File: config.mk
export PLATFORM = sky130hd
export DESIGN_NAME = bubble_sort_early_exit_unit
export DESIGN_NICKNAME = d
export VERILOG_FILES = /design/src/sv/bsee_pkg.sv /design/src/sv/bsee_ram.sv /design/src/sv/bubble_sort_early_exit_unit.sv
export SDC_FILE = /design/constraint.sdc
export NUM_CORES = 1
export LEC_CHECK = 0
export ABC_AREA = 0
export BUFFER_PORTS_ARGS = -buffer_cell sky130_fd_sc_hd__buf_2
export CORE_MARGIN = 4
export CORE_UTILIZATION = 45
export DETAILED_ROUTE_END_ITERATION = 10
export PLACE_DENSITY = 0.67
export SLEW_MARGIN = 15
export SYNTH_ARGS = -nofsm -noshare
export SYNTH_HDL_FRONTEND = slang
export SYNTH_SLANG_ARGS = --single-unit
File: constraint.sdc
create_clock -name i_clk -period 4.83 [get_ports i_clk]
set_input_delay 0.7245 -clock i_clk [delete_from_list [all_inputs] [get_ports i_clk]]
set_output_delay 0.7245 -clock i_clk [all_outputs]
set_load 0.03 [all_outputs]
File: src/sv/bsee_pkg.sv
// ----------------------------------------------------------------------------
// bsee_pkg
// shared types and sequencer codes for the bubble sort unit
// ----------------------------------------------------------------------------
`default_nettype none

package bsee_pkg;

    localparam int unsigned VALUE_W = 32;
    localparam int unsigned STATE_W = 3;

    typedef logic signed [VALUE_W-1:0] t_value;
    typedef logic [STATE_W-1:0]        t_state;

    // sequencer codes
    localparam t_state S_FILL  = 3'd0;  // collecting a batch
    localparam t_state S_PREP  = 3'd1;  // pass start, read entry 0
    localparam t_state S_READ1 = 3'd2;  // load carry, read entry 1
    localparam t_state S_CMP   = 3'd3;  // compare carry with next entry
    localparam t_state S_WEND  = 3'd4;  // write carry at pass end
    localparam t_state S_OUT   = 3'd5;  // stream the sorted batch

endpackage

`default_nettype wire

File: src/sv/bsee_ram.sv
// ----------------------------------------------------------------------------
// bsee_ram
// generic single write port, single read port ram with registered read
// ----------------------------------------------------------------------------
`default_nettype none

module bsee_ram #(
    parameter int unsigned WIDTH = 32,
    parameter int unsigned DEPTH = 16
) (
    input  wire logic                     i_clk,
    input  wire logic                     i_wr_en,
    input  wire logic [$clog2(DEPTH)-1:0] i_wr_addr,
    input  wire logic [WIDTH-1:0]         i_wr_data,
    input  wire logic                     i_rd_en,
    input  wire logic [$clog2(DEPTH)-1:0] i_rd_addr,
    output logic      [WIDTH-1:0]         o_rd_data
);

    logic [WIDTH-1:0] r_mem [DEPTH];
    logic [WIDTH-1:0] r_rd_data;

    always_ff @(posedge i_clk) begin
        if (i_wr_en) begin
            r_mem[i_wr_addr] <= i_wr_data;
        end
        if (i_rd_en) begin
            r_rd_data <= r_mem[i_rd_addr];
        end
    end

    assign o_rd_data = r_rd_data;

endmodule

`default_nettype wire

File: src/sv/bubble_sort_early_exit_unit.sv
// ----------------------------------------------------------------------------
// bubble_sort_early_exit_unit
// batch sorter: collects signed values, bubble sorts them in a ram, streams
// them out smallest first
// ----------------------------------------------------------------------------
// usage
//   input transaction: start high while busy is low takes i_value / i_last.
//   a batch ends on an element with i_last set, or when DEPTH elements are
//   stored; in the latter case the following elements are dropped up to and
//   including the next one marked last, with no result.
//   result transactions: one per stored element, each shown for one cycle
//   with o_strobe high, ascending order, o_final_res on the last one. the
//   receiver cannot stall, so results are never held.
// sequence, for a batch of n elements
//   collecting accepts one element per cycle (busy stays low meanwhile).
//   each bubble pass over entries 0..e runs on the single compare unit fed
//   by the ram read port; passes shrink by one and stop after a pass with no
//   swap or after the pass over entries 0..1; a single element is not sorted.
//   streaming then reads entries 0..n-1 in order once the last pass end is
//   written.
// reset
//   synchronous active low reset empties the batch and returns to collecting;
//   ram contents are not cleared, only written entries are ever read.
// ----------------------------------------------------------------------------
`default_nettype none

module bubble_sort_early_exit_unit #(
    parameter int unsigned DEPTH = 16
) (
    input  wire logic             i_clk,
    input  wire logic             i_rst_n,
    input  wire logic             start,
    output logic                  busy,
    input  wire bsee_pkg::t_value i_value,
    input  wire logic             i_last,
    output logic                  o_strobe,
    output bsee_pkg::t_value      o_sorted_value,
    output logic                  o_final_res
);

    import bsee_pkg::*;

    localparam int unsigned AW = $clog2(DEPTH);
    localparam int unsigned CW = $clog2(DEPTH + 1);
    localparam logic [CW-1:0] FULL_M1 = CW'(DEPTH - 1);

    // control state
    t_state        r_state,    n_state;
    logic [CW-1:0] r_fill,     n_fill;      // elements stored so far
    logic [AW-1:0] r_pass_end, n_pass_end;  // last index of current pass
    logic [AW-1:0] r_pos,      n_pos;       // index of entry arriving from ram
    logic [AW-1:0] r_last_idx, n_last_idx;  // index of final element of batch
    logic [AW-1:0] r_out_idx,  n_out_idx;   // next entry to read for output
    logic          r_swap,     n_swap;      // swap seen in current pass
    logic          r_discard,  n_discard;   // dropping rest of overfull batch
    logic          r_pend,     n_pend;      // ram data is a result this cycle
    logic          r_pend_last, n_pend_last;

    // payload
    t_value r_carry, n_carry;  // largest value met so far in the pass

    // ram port signals
    logic          wr_en;
    logic [AW-1:0] wr_addr;
    t_value        wr_data;
    logic          rd_en;
    logic [AW-1:0] rd_addr;
    t_value        rd_data;

    logic accept;
    logic gt;

    bsee_ram #(
        .WIDTH (VALUE_W),
        .DEPTH (DEPTH)
    ) u_store (
        .i_clk     (i_clk),
        .i_wr_en   (wr_en),
        .i_wr_addr (wr_addr),
        .i_wr_data (wr_data),
        .i_rd_en   (rd_en),
        .i_rd_addr (rd_addr),
        .o_rd_data (rd_data)
    );

    assign busy   = (r_state != S_FILL);
    assign accept = start && !busy;

    // carry moves up only when strictly greater, so ties keep their order
    assign gt = (r_carry > rd_data);

    always_comb begin
        n_state     = r_state;
        n_fill      = r_fill;
        n_pass_end  = r_pass_end;
        n_pos       = r_pos;
        n_last_idx  = r_last_idx;
        n_out_idx   = r_out_idx;
        n_swap      = r_swap;
        n_discard   = r_discard;
        n_pend      = 1'b0;
        n_pend_last = 1'b0;
        n_carry     = r_carry;
        wr_en       = 1'b0;
        wr_addr     = r_fill[AW-1:0];
        wr_data     = i_value;
        rd_en       = 1'b0;
        rd_addr     = r_out_idx;

        case (r_state)
            S_FILL: begin
                if (accept) begin
                    if (r_discard) begin
                        // overfull batch tail, no result
                        if (i_last) begin
                            n_discard = 1'b0;
                        end
                    end else begin
                        wr_en = 1'b1;
                        if (i_last || (r_fill == FULL_M1)) begin
                            // batch complete: n = r_fill + 1 elements
                            n_discard  = !i_last;
                            n_last_idx = r_fill[AW-1:0];
                            n_pass_end = r_fill[AW-1:0];
                            n_out_idx  = '0;
                            n_fill     = '0;
                            if (r_fill == '0) begin
                                n_state = S_OUT;
                            end else begin
                                n_state = S_PREP;
                            end
                        end else begin
                            n_fill = r_fill + CW'(1);
                        end
                    end
                end
            end
            S_PREP: begin
                rd_en   = 1'b1;
                rd_addr = '0;
                n_swap  = 1'b0;
                n_state = S_READ1;
            end
            S_READ1: begin
                n_carry = rd_data;
                rd_en   = 1'b1;
                rd_addr = AW'(1);
                n_pos   = AW'(1);
                n_state = S_CMP;
            end
            S_CMP: begin
                // settle entry r_pos - 1 and keep the larger value moving
                wr_en   = 1'b1;
                wr_addr = r_pos - AW'(1);
                wr_data = gt ? rd_data : r_carry;
                n_carry = gt ? r_carry : rd_data;
                n_swap  = r_swap || gt;
                if (r_pos == r_pass_end) begin
                    n_state = S_WEND;
                end else begin
                    rd_en   = 1'b1;
                    rd_addr = r_pos + AW'(1);
                    n_pos   = r_pos + AW'(1);
                end
            end
            S_WEND: begin
                wr_en   = 1'b1;
                wr_addr = r_pass_end;
                wr_data = r_carry;
                // early exit after a pass with no swap, or after the pass over entries 0..1
                if (!r_swap || (r_pass_end <= AW'(1))) begin
                    n_state = S_OUT;
                end else begin
                    n_pass_end = r_pass_end - AW'(1);
                    n_state    = S_PREP;
                end
            end
            S_OUT: begin
                rd_en       = 1'b1;
                rd_addr     = r_out_idx;
                n_pend      = 1'b1;
                n_pend_last = (r_out_idx == r_last_idx);
                if (r_out_idx == r_last_idx) begin
                    // last result shows next cycle while collecting resumes
                    n_state = S_FILL;
                end else begin
                    n_out_idx = r_out_idx + AW'(1);
                end
            end
            default: begin
                n_state = S_FILL;
            end
        endcase
    end

    always_ff @(posedge i_clk) begin
        if (!i_rst_n) begin
            r_state     <= S_FILL;
            r_fill      <= '0;
            r_pass_end  <= '0;
            r_pos       <= '0;
            r_last_idx  <= '0;
            r_out_idx   <= '0;
            r_swap      <= 1'b0;
            r_discard   <= 1'b0;
            r_pend      <= 1'b0;
            r_pend_last <= 1'b0;
        end else begin
            r_state     <= n_state;
            r_fill      <= n_fill;
            r_pass_end  <= n_pass_end;
            r_pos       <= n_pos;
            r_last_idx  <= n_last_idx;
            r_out_idx   <= n_out_idx;
            r_swap      <= n_swap;
            r_discard   <= n_discard;
            r_pend      <= n_pend;
            r_pend_last <= n_pend_last;
        end
    end

    always_ff @(posedge i_clk) begin
        r_carry <= n_carry;
    end

    // result comes straight from the ram read register
    assign o_strobe       = r_pend;
    assign o_sorted_value = rd_data;
    assign o_final_res    = r_pend_last;

    // results only follow an output read
    a_strobe_after_out: assert property (@(posedge i_clk) disable iff (!i_rst_n)
        o_strobe |-> ($past(r_state) == S_OUT))
        else $error("result strobe without output read");

    a_final_marks_result: assert property (@(posedge i_clk) disable iff (!i_rst_n)
        o_final_res |-> o_strobe)
        else $error("final flag outside a result");

    a_cmp_pos_range: assert property (@(posedge i_clk) disable iff (!i_rst_n)
        (r_state == S_CMP) |-> ((r_pos != '0) && (r_pos <= r_pass_end)))
        else $error("compare position out of pass range");

    a_wend_next: assert property (@(posedge i_clk) disable iff (!i_rst_n)
        (r_state == S_WEND) |=> ((r_state == S_PREP) || (r_state == S_OUT)))
        else $error("pass end not followed by new pass or output");

    a_pass_shrinks: assert property (@(posedge i_clk) disable iff (!i_rst_n)
        ((r_state == S_PREP) && ($past(r_state) == S_WEND))
            |-> (r_pass_end == $past(r_pass_end) - AW'(1)))
        else $error("pass end did not shrink by one");

endmodule

`default_nettype wire

======== Word-level counts from Yosys, hierarchy flattened ========
Memories as Yosys holds them, arrays and structs flattened. A register that Yosys moved wholly into a read port is not among the register bits.
Index checks and enable logic that the tools add are counted.
word-level totals
  bits in registers ....................... 60
  bits in writable memories ............... 512
  input bits .............................. 36
  output and inout port bits .............. 35
  memories kept ........................... 1
memory list
  name           words  bits a word  read ports  clocked after memory_dff  wr ports  line            text
  u_store.r_mem  16     32           1           1                         1         bsee_ram.sv:20  logic [WIDTH-1:0] r_mem [DEPTH];
operators by class
  add/sub/neg operators ................... 5
  order comparisons ....................... 2
  equality and inequality tests ........... 17
  muxes and demuxes ....................... 40
  bitwise gates (word level) .............. 1
  reduce and logical (&&, ||, !) cells .... 25
operators with widths
  operator                                                                           count
  32-bit one-hot mux with 2 select lines                                             2
  32-bit two-way mux                                                                 2
  4-bit two-way mux                                                                  10
  32-bit greater-than comparator                                                     1
  4-bit one-hot mux with 2 select lines                                              4
  3-bit two-way mux                                                                  7
  2-bit inequality test (second input constant)                                      9
  3-bit one-hot mux with 6 select lines                                              1
  5-bit AND reduction                                                                3
  4-bit one-hot mux with 3 select lines                                              1
  1-bit two-way mux                                                                  9
  4-bit by 1-bit adder with 4-bit output (second input constant)                     2
  4-bit == test                                                                      2
  2-bit AND reduction                                                                4
  2-bit nonzero test                                                                 4
  4-bit by 1-bit subtractor with 4-bit output (second input constant)                2
  3-bit by 2-bit == test with 1-bit output (second input constant)                   2
  3-bit == test (second input constant)                                              2
  1-bit one-hot mux with 2 select lines                                              3
  5-bit by 1-bit adder with 5-bit output (second input constant)                     1
  5-bit by 4-bit == test with 1-bit output (second input constant)                   1
  5-bit logical NOT                                                                  1
  5-bit two-way mux                                                                  1
  4-bit by 1-bit less-or-equal comparator with 1-bit output (second input constant)  1
  11 further kinds                                                                   15

======== Logic depth before layout (Yosys ltp) ========
  depth after elaboration ................. 7
  mapped depth ............................ 12
  depth with buffers taken out ............ 10

======== Cells and area by module ========
Synthesis repeated with hierarchy kept, for this count alone.
unflattened totals
  cells, all modules ...................... 1328
  area, all modules ....................... 24730.0 um2
by module, submodules not included
  module                       instances  cells each  area an instance (um2)  seq. area each (um2)
  bsee_ram                     1          838         20155.6                 16335.7
  bubble_sort_early_exit_unit  1          490         4574.4                  1521.5

======== Worst setup path before layout ========
No wires, ideal clock.
  path kind ............................... reg2reg
  from .................................... register u_store.r_rd_data[29], in the netlist u_store.o_rd_data[29] (read register of u_store.r_mem)
  to ...................................... register r_carry[0] (enable)
  arrival ................................. 3.904 ns
  required time ........................... 4.390 ns
  setup slack ............................. 0.486 ns
  stages on the path, launching flop included .. 10
  buffers on the path ..................... 0
  period minus slack after synthesis ...... 4.344 ns
  cells stage by stage .................... edfxtp_1 -> inv_1 -> ha_1 -> a21o_1 -> a21o_1 -> a21oi_1 -> o21ai_0 -> or3_1 -> nand3b_1 -> a41oi_1
between the ends
  word-level cells in the longest chain between the ends .. 3
ends and longest elaborated chain
  what                             line                                text
  start, declared                  bsee_ram.sv:21                      logic [WIDTH-1:0] r_rd_data;
  32-bit greater-than comparator   bubble_sort_early_exit_unit.sv:90   assign gt = (r_carry > rd_data);
  2-bit inequality test (no line)  --
  2-bit AND reduction (no line)    --
  end signal, assigned             bubble_sort_early_exit_unit.sv:223  r_carry <= n_carry;
  end, declared                    bubble_sort_early_exit_unit.sv:60   t_value r_carry, n_carry;
No other way between the ends.
A chain may end at the register's enable or synchronous reset.

======== Final worst setup path ========
  from .................................... register u_store.r_rd_data[31], in the netlist u_store.o_rd_data[31] (read register of u_store.r_mem)
  to ...................................... memory u_store.r_mem[15][20], data pin
between the ends
  word-level cells in the longest chain between the ends .. 3
ends and longest elaborated chain
  what                                    line                                text
  32-bit greater-than comparator          bubble_sort_early_exit_unit.sv:90
  32-bit two-way mux                      bubble_sort_early_exit_unit.sv:155  wr_data = gt ? rd_data : r_carry;
  32-bit one-hot mux with 2 select lines  bubble_sort_early_exit_unit.sv:110  case (r_state)
  named net u_store.i_wr_data[20]         bsee_ram.sv:14                      input wire logic [WIDTH-1:0] i_wr_data,
  end, declared                           bsee_ram.sv:20
The timed path passes the listed nets, and every way through them passes these cells.

==> impl_metrics.env <==
export IMPL_outcome="finished, final reports clean"
export IMPL_synth_area_um2=25300
export IMPL_ys_async_sr_fraction_pct=0
export IMPL_die_footprint_um2=60200
export IMPL_longest_individual_stage_delay_on_the_worst_path_ns=0.59
export IMPL_final_core_utilization_pct=51.9
export IMPL_grt_use_total_pct=20.7
export IMPL_gp_routability_congestion=0.810
export IMPL_dp_wirelength_mm=32.4
export IMPL_netlist_area_leader_share_pct=68.3
export IMPL_portBuffers=70
export IMPL_layout_drive_gt1_share_pct=17.7
export IMPL_synth_edf_count=576
export IMPL_report_final_hold_viol_count=0
export IMPL_layout_commonest_cell="sky130_fd_sc_hd__edfxtp_1"
export IMPL_grt_ovfl_total=0
export IMPL_cellLeakagePower_nw=9.14
export IMPL_clockRootBuffer="sky130_fd_sc_hd__clkbuf_16"
export IMPL_cts_resized_gates=0
export IMPL_finalSetupViolCount=0
export IMPL_wl_mm=63.2
export IMPL_via_count_of_the_first_global_routing_pass=14207
export IMPL_post_drt_via_cell_ratio=5.83
export IMPL_worst_setup_hold_path_clk_slew_ns=0.06
export IMPL_synth_largest_area_cell="sky130_fd_sc_hd__edfxtp_1"
export IMPL_hold_worst_slack_ns=0.429
export IMPL_core_area_um2=55400
export IMPL_synth_top_flop_cell="sky130_fd_sc_hd__edfxtp_1"
export IMPL_timing_critical_path_required_ns=5.16
export IMPL_antenna_violations_before_repair=2
export IMPL_placementRows=86
export IMPL_post_route_clock_period_utilization_pct=84.3
export IMPL_inserted_diodes=0
export IMPL_final_net_count=1793
export IMPL_min_delay_start="start"
export IMPL_timing_setup_critical_path_class="reg2reg"
export IMPL_fp_dieW_um=245
export IMPL_crit_chain="inv_1, ha_1, nand4_1, nor4_1, nand2b_1, o311ai_0, a21o_1, a211oi_4, buf_4, a221o_1"
export IMPL_timing_fmax_ghz=0.246
export IMPL_syn_avg_cell_area_um2=15.4
export IMPL_cts_buffers_inserted=59
export IMPL_start_util_pct=45.7
export IMPL_setup_repair_after_global_routing_missed_its_margin="false"
export IMPL_clock_insertion_delay_worst_skew_ns=0.64
export IMPL_worst_path_max_fanout=32
export IMPL_synth_cells=1646
export IMPL_timing_critical_path_buf_inv=2
export IMPL_grt_max_degree=216
export IMPL_path_delay_family="compound AO/OA/AOI/OAI gates"
export IMPL_wire_per_inst_um=25.2
export IMPL_ys_types=57
export IMPL_crit_reg_reg_startpoint="u_store.o_rd_data[31]"
export IMPL_minimum_clock_period_after_layout_ns=4.07
export IMPL_worst_slew_pin_slew_ns=1.09
export IMPL_tns_ns=0
export IMPL_ant_nets=0
export IMPL_startpoint_type="register"
export IMPL_worst_hold_path_type="in2reg"
export IMPL_vdd_ir_drop_max_uv=410
export IMPL_hold_fix_buffer_count_after_cts=0
export IMPL_most_common_layout_cells="sky130_fd_sc_hd__edfxtp_1, sky130_fd_sc_hd__nand2_1, sky130_fd_sc_hd__mux2i_1"
export IMPL_residual_drc=0
export IMPL_clk_path_buf_depth=3
export IMPL_area_sequential_um2=17900
export IMPL_post_cts_buffers=0
export IMPL_total_number_of_h_tree_levels=2
export IMPL_fillerInstances=4506
export IMPL_post_layout_total_power_w=0.0165
export IMPL_finalMaxSlewViolations=0
export IMPL_worstSetupStartpoint="u_store.o_rd_data[31]"
export IMPL_maxSlewHeadroom_pct=27.6
export IMPL_ys_top_cells_by_area="sky130_fd_sc_hd__edfxtp_1, sky130_fd_sc_hd__mux2i_1, sky130_fd_sc_hd__mux2_2"
export IMPL_detail_route_first_pass_iterations=7
export IMPL_area_growth_synth_to_final_pct=13.4
export IMPL_power_density_nw_per_um2=574
export IMPL_overall_via_count_from_detail_route=14644
export IMPL_grt_first_pass_wirelength_mm=92.6
export IMPL_fin_worst_skew_ns=0.0341
export IMPL_cts_tree="yes"
export IMPL_cap_viol_max_count=0
export IMPL_sequential_fraction_of_the_synthesis_area_pct=70.5
export IMPL_timing_critical_path_slowest_stage_cell="sky130_fd_sc_hd__a221o_1"
export IMPL_number_of_drc_markers_in_iteration_0=1494
export IMPL_top_level_i_o_count=71
export IMPL_number_of_clock_sinks=604
export IMPL_yosys_warnings=0
export IMPL_data_arrival_at_the_endpoint_of_the_critical_path_ns=4.41
export IMPL_synth_fp_nets=1722
export IMPL_worst_setup_path_end_kind="register"
export IMPL_die_height_um=245
export IMPL_multi_input_comb_area_um2=7060
export IMPL_ff_latch_count_synth=604
[per-layer routing]
metal  wire [um]  vias up  global-route usage, %
met3        5590      103                   4.39
met1       27700     7342                   30.0
met5           0        -                      0
met2       28500      653                   31.8
met4        1460        0                   5.67
li1            -     6546                      -
[kinds of logic after synthesis]
logic type	count (synthesis)	synth area share [%]
flip-flops	604	70.5
adder cells (fa/ha/maj)	40	1.98
AO/OA/AOI/OAI	239	7.07
buffers and inverters	140	2.52
XOR/XNOR	16	0.553
AND/OR/NAND/NOR	345	6.42
multiplexers	262	11.0
[where the power goes]
part           switching (W)  total (W)  leakage [nW]  internal [W]
Clock                0.00197    0.00454         0.939       0.00257
Sequential          0.000379    0.00762          5.46       0.00724
Combinational        0.00311    0.00433          2.75       0.00122
[registers in the layout, indices dropped and copies added, names as in the netlist]
name               flops
r_fill                 5
r_discard              1
r_carry               32
r_state                3
r_pos                  4
u_store.r_mem        512
r_pass_end             4
r_swap                 1
r_out_idx              4
o_strobe               1
r_last_idx             4
u_store.o_rd_data     32
o_final_res            1
[per-stage QoR]
stage	worst slack [ns]	instances	area, um^2
floorplan	0.486	1646	25300
global placement	0.969	2404	26800
detailed placement	0.809	2404	26800
CTS	0.762	2513	28700
global route	0.448	2513	28700
finish	0.759	2513	28700
[cells in the mapped netlist (all sizes together) (32+ instances only)]
cell	n
inv	45
o211ai	128
nor2	47
edfxtp	576
nand4	42
nand2	166
a221o	32
mux2	128
clkbuf	58
buf	36
ha	40
mux2i	134
and3	34
[worst paths after layout]
path | end | slack [ns] | cells past startpoint
hold / removal | r_discard | 0.43 | 3
hold reg to reg | r_last_idx[0] | 0.50 | 2
setup reg to reg | u_store.r_mem[15][20] | 0.76 | 10
setup / recovery | u_store.r_mem[15][20] | 0.76 | 10
[cell type report]
cell class / instances / area share (%)
clock buffer: 69 / 5.27
clock inverter: 40 / 1.40
inverter: 46 / 0.601
multi-input combinational: 902 / 24.6
sequential: 604 / 62.1
tap: 748 / 3.26
timing repair buffer: 104 / 2.76
[worst register-to-register path, cell delays in order (launching register included)]
cell                       delay, ns
sky130_fd_sc_hd__edfxtp_1       0.47
sky130_fd_sc_hd__inv_1          0.07
sky130_fd_sc_hd__ha_1           0.48
sky130_fd_sc_hd__nand4_1        0.30
sky130_fd_sc_hd__nor4_1         0.38
sky130_fd_sc_hd__nand2b_1       0.19
sky130_fd_sc_hd__o311ai_0       0.27
sky130_fd_sc_hd__a21o_1         0.30
sky130_fd_sc_hd__a211oi_4       0.20
sky130_fd_sc_hd__buf_4          0.51
sky130_fd_sc_hd__a221o_1        0.60
No activity file was read; power rests on OpenSTA's default activity.
